--- config.mk ---
export PLATFORM = sky130hd
export DESIGN_NAME = modular_exponentiation_core
export DESIGN_NICKNAME = d
export VERILOG_FILES = /design/src/rtl/modexp_pkg.sv /design/src/rtl/modular_exponentiation_core.sv
export SDC_FILE = /design/constraint.sdc
export NUM_CORES = 1
export LEC_CHECK = 0
export BUFFER_PORTS_ARGS = -buffer_cell sky130_fd_sc_hd__buf_2
export CORE_MARGIN = 2
export CORE_UTILIZATION = 47
export CTS_CLUSTER_DIAMETER = 200
export DETAILED_ROUTE_END_ITERATION = 10
export PLACE_DENSITY = 0.75
export SETUP_SLACK_MARGIN = 0.4
export SYNTH_ARGS = -nofsm -noshare
export SYNTH_HDL_FRONTEND = slang
export SYNTH_SLANG_ARGS = --single-unit
--- constraint.sdc ---
create_clock -name clk -period 7.4 [get_ports clk]
set_clock_uncertainty 0.05 [all_clocks]
set_input_delay 1.48 -clock clk [delete_from_list [all_inputs] [get_ports clk]]
set_output_delay 1.48 -clock clk [all_outputs]
set_load 0.01 [all_outputs]
--- src/rtl/modexp_pkg.sv ---
// Shared widths, constants and state encoding for the modular exponentiation core.
`default_nettype none
package modexp_pkg;

	// Field widths
	localparam int MOD_W     = 31;  // modulus, base and result
	localparam int EXP_IN_W  = 32;  // exponent field as carried on the stream
	localparam int IN_DATA_W = 64;  // base + exponent, padded to bytes
	localparam int OUT_DATA_W = 32; // result, padded to bytes

	// Defaults
	localparam logic [MOD_W-1:0] MODULUS_RESET = MOD_W'(1000000007);
	localparam int EXP_BITS_DEF = 32;

	// One modular multiply walks one multiplier bit per cycle
	localparam int MUL_STEPS = MOD_W;
	localparam int MUL_CNT_W = $clog2(MUL_STEPS);

	// Sequencer states
	typedef enum logic [2:0] {
		ST_IDLE,
		ST_REDUCE,
		ST_SQUARE,
		ST_MULT,
		ST_DONE
	} state_t;

endpackage
`default_nettype wire

--- src/rtl/modular_exponentiation_core.sv ---
// Modular exponentiation core: left-to-right square-and-multiply over a bit-serial modmul.
//
// Each input item carries a base and an exponent and yields one item holding
// base^exponent mod modulus; an exponent whose low EXP_BITS bits are zero yields
// exactly 1, and a zero modulus yields 0 for any other exponent. One item is
// worked on at a time. All arithmetic runs through a single bit-serial modular
// multiplier that consumes one multiplier bit per cycle. An item is processed in
// order: it is accepted, the base is reduced, each scanned exponent bit gets one
// squaring, each set bit gets one extra multiply by the base, and the result is
// handed off to the output register once that register is free or being read.
// A finished result waits in the output register, and the next item may be
// accepted meanwhile. The modulus register is written through cfg_we/cfg_wdata;
// the user must write it only while the core is idle, as the core does not enforce it.
`default_nettype none
module modular_exponentiation_core #(
	parameter int EXP_BITS = modexp_pkg::EXP_BITS_DEF
) (
	input  wire logic                               clk,
	input  wire logic                               arst_n,
	// configuration: modulus
	input  wire logic                               cfg_we,
	input  wire logic [modexp_pkg::MOD_W-1:0]       cfg_wdata,
	// input items
	input  wire logic                               s_tvalid,
	output logic                                    s_tready,
	input  wire logic [modexp_pkg::IN_DATA_W-1:0]   s_tdata,  // [30:0] base_value, [62:31] exponent
	// result items
	output logic                                    m_tvalid,
	input  wire logic                               m_tready,
	output logic [modexp_pkg::OUT_DATA_W-1:0]       m_tdata   // [30:0] power_result
);

	localparam int MW = modexp_pkg::MOD_W;
	localparam int EW = $clog2(EXP_BITS + 1);
	localparam int CW = modexp_pkg::MUL_CNT_W;

	modexp_pkg::state_t state_q, state_d;

	logic [MW-1:0]       m_q;        // modulus
	logic [MW-1:0]       base_q;     // base reduced mod m
	logic [MW-1:0]       acc_q;      // running power / final result
	logic [MW-1:0]       r_q;        // multiplier partial result
	logic [MW-1:0]       x_q;        // multiplicand
	logic [MW-1:0]       y_q;        // multiplier, shifted out MSB first
	logic [CW-1:0]       dcnt_q;     // multiplier bits left minus one
	logic [EXP_BITS-1:0] exp_q;      // exponent, shifted out MSB first
	logic [EW-1:0]       ecnt_q;     // exponent bits left
	logic [MW-1:0]       out_q;
	logic                out_valid_q;

	// Input field split
	logic [MW-1:0]       in_base;
	logic [EXP_BITS-1:0] in_exp;
	logic                in_accept;
	logic                in_exp_zero;
	logic                in_mod_zero;

	assign in_base     = s_tdata[MW-1:0];
	assign in_exp      = EXP_BITS'(s_tdata[MW +: modexp_pkg::EXP_IN_W]);
	assign in_accept   = s_tvalid && s_tready;
	assign in_exp_zero = (in_exp == '0);
	assign in_mod_zero = (m_q == '0);

	// One step of the interleaved modular multiply: r = (2r + bit*x) mod m
	logic [MW:0]   dbl, red1, sum, red2;
	logic [MW-1:0] r_next;
	logic          mul_last;
	logic          exp_bit;
	logic          exp_last;

	always_comb begin
		dbl    = {r_q, 1'b0};
		red1   = (dbl >= {1'b0, m_q}) ? dbl - {1'b0, m_q} : dbl;
		sum    = red1 + (y_q[MW-1] ? {1'b0, x_q} : '0);
		red2   = (sum >= {1'b0, m_q}) ? sum - {1'b0, m_q} : sum;
		r_next = red2[MW-1:0];
	end

	assign mul_last = (dcnt_q == '0);
	assign exp_bit  = exp_q[EXP_BITS-1];
	assign exp_last = (ecnt_q == EW'(1));

	// Handshake outputs
	assign s_tready = (state_q == modexp_pkg::ST_IDLE);
	assign m_tvalid = out_valid_q;
	assign m_tdata  = {{(modexp_pkg::OUT_DATA_W - MW){1'b0}}, out_q};

	// State register
	always_ff @(posedge clk or negedge arst_n) begin
		if (!arst_n) begin
			state_q <= modexp_pkg::ST_IDLE;
		end else begin
			state_q <= state_d;
		end
	end

	// Next state
	always_comb begin
		state_d = state_q;
		case (state_q)
			modexp_pkg::ST_IDLE: begin
				if (in_accept) begin
					state_d = (in_exp_zero || in_mod_zero) ? modexp_pkg::ST_DONE
					                                       : modexp_pkg::ST_REDUCE;
				end
			end
			modexp_pkg::ST_REDUCE: begin
				if (mul_last) begin
					state_d = modexp_pkg::ST_SQUARE;
				end
			end
			modexp_pkg::ST_SQUARE: begin
				if (mul_last) begin
					if (exp_bit) begin
						state_d = modexp_pkg::ST_MULT;
					end else if (exp_last) begin
						state_d = modexp_pkg::ST_DONE;
					end else begin
						state_d = modexp_pkg::ST_SQUARE;
					end
				end
			end
			modexp_pkg::ST_MULT: begin
				if (mul_last) begin
					state_d = exp_last ? modexp_pkg::ST_DONE : modexp_pkg::ST_SQUARE;
				end
			end
			modexp_pkg::ST_DONE: begin
				if (!out_valid_q || m_tready) begin
					state_d = modexp_pkg::ST_IDLE;
				end
			end
			default: state_d = modexp_pkg::ST_IDLE;
		endcase
	end

	// Modulus register
	always_ff @(posedge clk or negedge arst_n) begin
		if (!arst_n) begin
			m_q <= modexp_pkg::MODULUS_RESET;
		end else if (cfg_we) begin
			m_q <= cfg_wdata;
		end
	end

	// Output register
	always_ff @(posedge clk or negedge arst_n) begin
		if (!arst_n) begin
			out_valid_q <= 1'b0;
		end else if (state_q == modexp_pkg::ST_DONE && (!out_valid_q || m_tready)) begin
			out_valid_q <= 1'b1;
		end else if (m_tready) begin
			out_valid_q <= 1'b0;
		end
	end

	always_ff @(posedge clk) begin
		if (state_q == modexp_pkg::ST_DONE && (!out_valid_q || m_tready)) begin
			out_q <= acc_q;
		end
	end

	// Datapath: multiplier operands, exponent scan, running value
	always_ff @(posedge clk or negedge arst_n) begin
		if (!arst_n) begin
			dcnt_q <= '0;
			ecnt_q <= '0;
		end else begin
			case (state_q)
				modexp_pkg::ST_IDLE: begin
					if (in_accept) begin
						dcnt_q <= CW'(modexp_pkg::MUL_STEPS - 1);
						ecnt_q <= EW'(EXP_BITS);
					end
				end
				modexp_pkg::ST_REDUCE, modexp_pkg::ST_SQUARE, modexp_pkg::ST_MULT: begin
					if (mul_last) begin
						dcnt_q <= CW'(modexp_pkg::MUL_STEPS - 1);
						// a bit is finished after its square when the bit is clear
						if (state_q == modexp_pkg::ST_MULT ||
						    (state_q == modexp_pkg::ST_SQUARE && !exp_bit)) begin
							ecnt_q <= ecnt_q - EW'(1);
						end
					end else begin
						dcnt_q <= dcnt_q - CW'(1);
					end
				end
				default: ;
			endcase
		end
	end

	always_ff @(posedge clk) begin
		case (state_q)
			modexp_pkg::ST_IDLE: begin
				if (in_accept) begin
					// reduce the base first: base * 1 mod m
					r_q   <= '0;
					x_q   <= MW'(1);
					y_q   <= in_base;
					exp_q <= in_exp;
					acc_q <= in_exp_zero ? MW'(1) : '0;
				end
			end
			modexp_pkg::ST_REDUCE: begin
				if (mul_last) begin
					base_q <= r_next;
					// first square of the running value 1
					acc_q  <= MW'(1);
					r_q    <= '0;
					x_q    <= MW'(1);
					y_q    <= MW'(1);
				end else begin
					r_q <= r_next;
					y_q <= y_q << 1;
				end
			end
			modexp_pkg::ST_SQUARE: begin
				if (mul_last) begin
					acc_q <= r_next;
					r_q   <= '0;
					y_q   <= r_next;
					if (exp_bit) begin
						x_q <= base_q;
					end else begin
						x_q   <= r_next;
						exp_q <= exp_q << 1;
					end
				end else begin
					r_q <= r_next;
					y_q <= y_q << 1;
				end
			end
			modexp_pkg::ST_MULT: begin
				if (mul_last) begin
					acc_q <= r_next;
					r_q   <= '0;
					x_q   <= r_next;
					y_q   <= r_next;
					exp_q <= exp_q << 1;
				end else begin
					r_q <= r_next;
					y_q <= y_q << 1;
				end
			end
			default: ;
		endcase
	end

	// Checks
	a_zero_exp_gives_one: assert property (@(posedge clk) disable iff (!arst_n)
		(in_accept && in_exp_zero) |=> (state_q == modexp_pkg::ST_DONE && acc_q == MW'(1)))
		else $error("zero exponent did not produce one");

	a_zero_mod_gives_zero: assert property (@(posedge clk) disable iff (!arst_n)
		(in_accept && !in_exp_zero && in_mod_zero) |=>
		(state_q == modexp_pkg::ST_DONE && acc_q == '0))
		else $error("zero modulus did not produce zero");

	a_set_bit_multiplies: assert property (@(posedge clk) disable iff (!arst_n)
		(state_q == modexp_pkg::ST_SQUARE && mul_last && exp_bit) |=>
		(state_q == modexp_pkg::ST_MULT && x_q == base_q))
		else $error("set exponent bit skipped the base multiply");

	a_result_from_done: assert property (@(posedge clk) disable iff (!arst_n)
		$rose(m_tvalid) |-> $past(state_q == modexp_pkg::ST_DONE))
		else $error("result offered outside the hand-off state");

endmodule
`default_nettype wire
==> qor.yml, run 1 <==
numCtsBuffers: 28
tritoncts: "done"
synth_seq_cells: 264
port_buffers: 131
hold_viol: 0
ys_types: 80
cp-start-kind: "flop"
synth_top_area_frac: 0.405
synthFlopType: "edfxtp_1"
syn_avg_cell_area_um2: 10.4
slowest_delay_ps: 550
antenna_found_initial: 0
grtUsageTotal: 0.251
critical_path_class: "reg -> reg"
max-cap-violations: 0
synth.net_count: 1758
drive_above_1_share: 0.357
first_global_vias: 13000
wire_per_inst_um: 20.2
worstPathRequired_ps: 7610
drcViolationCount: 0
setup_viol: 0
syn_inst: 1559
period_share: 0.985
dpl.cell_count: 2264
gp_congestion: 0.892
syn_area_um2: 16200
viasPerCell: 5.84
std_cell_rows: 67
final_nets: 2123
ys_async_sr_fraction: 0.174
ant_nets: 0
cp_max_fo: 8
grt_max_degree: 63
hp-class: "reg -> reg"
cp_slowest_cell: "dfstp_2"
synth-seq-area-share: 0.478
overflow: 0
drt_iter0_drc: 1258
endpoint_kind: "flop"
rsz0062_at_grt: "true"
yosysTopAreaCell: "edfxtp_1"
slew_headroom: 0.100
vias: 14000
clk_pin_slew_ps: 60
drv_slew: 0
io_pins: 134
area_growth_pct: 32.7
hold_buffers: 0
yosysWarnings: 0
die_area_um2: 35900
yosys-top-cells-count: "218 x edfxtp_1, 149 x nor2_1, 146 x nand2_1, 106 x a21oi_1, 96 x ha_1"
htree_levels: 1
outcome: "complete, no violations"
die_y_um: 189
grt_pass1_wl_mm: 70.9
seq_area_um2: 7720
die_x_um: 189
multiInputGateArea_um2: 8880
dp_hpwl_mm: 32.9
worstSkewPairLatency_ps: 590
start_util: 0.480
drt_pass1_iterations: 5
fillers: 2529
critPathArrivalTime_ps: 7500
post-route-min-period_ps: 7290
cts_buffer_depth: 3
fin_cells: 2395
tightestPinTransition_ps: 1350
synth_most_common_cell: "edfxtp_1"
yosys-top-cells-area: "edfxtp_1 41%, ha_1 7.4%, dfrtp_1 4.6%, mux2i_4 4.0%, nor2_1 3.5%"
numClockSinks: 264
routed_wirelength_mm: 48.4
root_buffer: "clkbuf_16"
synth_edf_count: 218
coreArea_um2: 33700
max_freq_mhz: 137
cells by family after synthesis:
| kind of cell | Yosys count | share of synthesized area |
|---|---|---|
| xor gates and xnor gates | 78 | 0.0423 |
| adders and majority gates | 99 | 0.0780 |
| muxes | 32 | 0.0424 |
| other | 1 | 0.000232 |
| DFF | 264 | 0.478 |
| and+or+nand+nor | 475 | 0.137 |
| buffers and inverters | 153 | 0.0392 |
| AOI/OAI and AO/OA | 457 | 0.183 |
per-stage QoR:
stage	worst slack, ps	setup TNS (ps)	hold slack (ps)	utilization	cell area [um^2]
2_1_floorplan	418	0	350	-	16200
3_3_place_gp	42.0	0	353	0.552	18600
3_5_place_dp	-138	-6460	355	0.552	18600
4_1_cts	408	0	370	0.603	20300
5_1_grt	-120	-4910	372	0.636	21400
6_report	113	0	369	0.636	21400
per-layer routing:
metal	up-vias	GRT usage	wire, um
met1	6765	0.368	20600
met5	-	0	38
met3	80	0.0371	4440
li1	6455	-	-
met2	678	0.398	22300
met4	2	0.0492	1090
repair_timing:
| action | CTS | global route |
|---|---|---|
| cloned | 2 | 1 |
| gates resized for setup | 103 | 154 |
| buffers inserted | 35 | 40 |
| endpoints found under the setup margin | 155 | 155 |
| pin swaps | 54 | 137 |
critical path, delay by kind of cell, from the launching register on:
family / cells / cell delay (ps)
AOI/OAI and AO/OA: 15 / 2630
buffers and inverters: 10 / 1390
and+or+nand+nor: 7 / 850
adders and majority gates: 3 / 760
DFF: 1 / 550
muxes: 2 / 540
xor gates and xnor gates: 1 / 170
cell usage in the layout (no fill, tap or decap), drive strengths merged, types with 16 or more instances in the layout:
| cell | n |
|---|---|
| dfstp | 16 |
| edfxtp | 218 |
| a21oi | 110 |
| nor3 | 31 |
| a22o | 31 |
| nor4 | 21 |
| a22oi | 29 |
| clkbuf | 33 |
| dfrtp | 30 |
| a21o | 36 |
| ha | 96 |
| inv | 90 |
| nor2 | 149 |
| xor2 | 28 |
| and2 | 39 |
| mux2i | 30 |
| xnor2 | 50 |
| buf | 397 |
| o21ai | 144 |
| nand2 | 146 |
| nand3 | 20 |
worst paths after layout:
| path | slack (ps) | end | startpoint | cells after the start |
|---|---|---|---|---|
| max | 110 | x_q[15]$_DFFE_PP_ | m_q[11]$_DFFE_PN1P_ | 38 |
| min | 370 | out_q[27]$_DFFE_PP_ | acc_q[27]$_DFFE_PP_ | 0 |
| max reg2reg | 110 | x_q[15]$_DFFE_PP_ | m_q[11]$_DFFE_PN1P_ | 38 |
| min reg2reg | 370 | out_q[27]$_DFFE_PP_ | acc_q[27]$_DFFE_PP_ | 0 |
| max in group asynchronous | 5850 | m_q[21]$_DFFE_PN0P_ | arst_n | 2 |
| min in group asynchronous | 980 | m_q[3]$_DFFE_PN0P_ | arst_n | 2 |
final cells by class:
class,instances,area share
well taps,448,0.0261
diodes,1,0.000117
inverters,90,0.0158
flip-flops and latches,264,0.360
multi-input cells,1142,0.414
clock inverters,20,0.00998
repair buffers,398,0.141
clock buffers,32,0.0334
registers in the layout, indices dropped and copies added, names as in the netlist:
register,count
out_q,31
y_q,31
dcnt_q,5
state_q,3
base_q,31
x_q,31
exp_q,32
m_q,31
acc_q,31
m_tvalid,1
r_q,31
ecnt_q,6
Power of run 1 is not shown: default switching activity piles up to over one toggle a cycle in this logic, so the estimate is an artifact.
==> run 2: changes to the inputs <==
--- a/config.mk
+++ b/config.mk
@@ -10,7 +10,7 @@
 export CORE_UTILIZATION = 47
 export CTS_CLUSTER_DIAMETER = 200
 export DETAILED_ROUTE_END_ITERATION = 10
-export PLACE_DENSITY = 0.75
+export PLACE_DENSITY = 0.68
 export SETUP_SLACK_MARGIN = 0.4
 export SYNTH_ARGS = -nofsm -noshare
 export SYNTH_HDL_FRONTEND = slang
==> run 2 against run 1 <==
Effect of this change: fmax increased by 3.3%; non-clock buffer count fell by 50; sequential cell count unchanged; final cell count is 2.2% lower; critical path depth decreased by 1; via count shrank 5.8%; routed wire length fell by 7.7%; final area is 2.5% lower; highest routed layer is now met4.
==> qor.yml, run 2 (synthesis results as in run 1) <==
drt_iter0_drc: 1098  # was 1258
slew_headroom: 0.108  # was 0.100
vias: 13200  # was 14000
std_cell_rows: 67  # unchanged
cpMostUsedCell: "buf_4"
n_antenna_cell: 0  # was 1
grt_pass1_wl_mm: 67.4  # was 70.9 mm
root_buffer: "clkbuf_16"  # unchanged
viasPerCell: 5.62  # was 5.84
die_area_um2: 35900  # unchanged
die_y_um: 189  # unchanged
seq_area_um2: 7720  # unchanged
hp-class: "reg -> reg"  # unchanged
clk_pin_slew_ps: 60  # about the same
overflow: 0  # unchanged
die_x_um: 189  # unchanged
numCtsBuffers: 28  # unchanged
htree_levels: 1  # unchanged
critPathArrivalTime_ps: 7250  # was 7500 ps
drive_above_1_share: 0.343  # was 0.357
outcome: "complete, no violations"  # unchanged
io_pins: 134  # unchanged
final_common_cell: "edfxtp_1"  # unchanged
largest_reg_flops: 32  # unchanged
routed_wirelength_mm: 44.7  # was 48.4 mm
tightestPinTransition_ps: 1340  # was 1350 ps
met2_length_mm: 20.1  # was 22.3 mm
worstSkewPairLatency_ps: 580  # was 590 ps
grtUsageTotal: 0.239  # was 0.251
met3WireLength_mm: 3.51  # was 4.44 mm
numClockSinks: 264  # unchanged
port_buffers: 131  # unchanged
max_freq_mhz: 142  # was 137 MHz
max-cap-violations: 0  # unchanged
slowest_delay_ps: 380  # was 550 ps
period_share: 0.953  # was 0.985
critical_path_class: "reg -> reg"  # unchanged
gp_congestion: 0.910  # was 0.892
tritoncts: "done"  # unchanged
ant_nets: 0  # unchanged
area_growth_pct: 29.3  # was 32.7%
top_register: "exp_q"  # unchanged
wl_met1_mm: 20.2  # was 20.6 mm
first_global_vias: 12600  # was 13000
cp_slowest_cell: "ha_1"  # was dfstp_2
drcViolationCount: 0  # unchanged
fin_util: 0.620  # was 0.636
final_cell_mix: "218 x edfxtp_1, 186 x buf_4, 141 x nand2_1"  # was 218 x edfxtp_1, 209 x buf_4, 140 x nand2_1
fillers: 2674  # was 2529
multiInputGateArea_um2: 8830  # was 8880 um^2
cp-start-kind: "flop"  # unchanged
dpl.cell_count: 2247  # was 2264
cts_buffer_depth: 3  # unchanged
post-route-min-period_ps: 7050  # was 7290 ps
antenna_found_initial: 1  # was 0
setup_viol: 0  # unchanged
worstPathRequired_ps: 7600  # was 7610 ps
start_util: 0.480  # unchanged
hold_viol: 0  # unchanged
highest_layer: "met4"  # was met5
drv_slew: 0  # unchanged
coreArea_um2: 33700  # unchanged
final_nets: 2073  # was 2123
rsz0062_at_grt: "true"  # unchanged
endpoint_kind: "flop"  # unchanged
grt_max_degree: 63  # unchanged
cp_max_fo: 8  # unchanged
dp_hpwl_mm: 32.4  # was 32.9 mm
wire_per_inst_um: 19.1  # was 20.2 um
fin_cells: 2343  # was 2395
drt_pass1_iterations: 6  # was 5
run 2: cell count changes in the layout (fill, tap and decap cells not counted), moves of 3 or more:
cell	delta
ha_4	-5
ha_2	+7
clkinvlp_4	-4
inv_1	+4
buf_6	-22
buf_4	-23
o21ai_0	-4
o31ai_2	+3
a21oi_2	+3
o21ai_1	+7
inv_2	-4
run 2: area by class of cell:
cell class,count,share of cell area
clock buffer,35,0.0357
clock inverter,16,0.00994
inverter,90,0.0162
multi-input combinational,1142,0.423
sequential,264,0.369
tap,448,0.0268
timing repair buffer,348,0.119
run 2: timing repair:
item,CTS,global route
gates resized for setup,53,181
setup buffers,13,31
endpoints found under the setup margin,155,155
gates cloned,0,1
hold buffers,0,0
pin swaps,22,103
run 2: final timing paths:
path | end | depth (start not counted) | slack, ps | from
min in group asynchronous | m_q[4]$_DFFE_PN0P_ | 2 | 990 | arst_n
max reg2reg | x_q[15]$_DFFE_PP_ | 37 | 350 | m_q[6]$_DFFE_PN0P_
max in group asynchronous | m_q[30]$_DFFE_PN0P_ | 2 | 5860 | arst_n
min | out_q[13]$_DFFE_PP_ | 0 | 340 | acc_q[13]$_DFFE_PP_
min reg2reg | out_q[13]$_DFFE_PP_ | 0 | 340 | acc_q[13]$_DFFE_PP_
max | x_q[15]$_DFFE_PP_ | 37 | 350 | m_q[6]$_DFFE_PN0P_
run 2: metal layers:
layer | vias up | GRT usage
met5 | - | 0
met4 | 0 | 0.0516
met3 | 62 | 0.0432
met2 | 467 | 0.370
met1 | 6271 | 0.352
li1 | 6369 | -
run 2: per-stage QoR:
stage          hold WS [ps]  worst slack [ps]  setup TNS [ps]  instance area (um^2)
2_1_floorplan           350               418               0                 16200
3_3_place_gp            352              64.4               0                 18500
3_5_place_dp            357             -36.3            -116                 18500
4_1_cts                 333               401               0                 19800
5_1_grt                 354              75.1               0                 20900
6_report                340               349               0                 20900
run 2: critical path: cells and delay by family (launching register included):
kind,cells,cell delay [ps]
fa+ha+maj,3,1060
compound gates,13,2140
mux,2,580
xor+xnor,2,240
flops,1,350
simple gates,9,1140
buf+inv,8,1150
Power of run 2 is left out for the same reason.
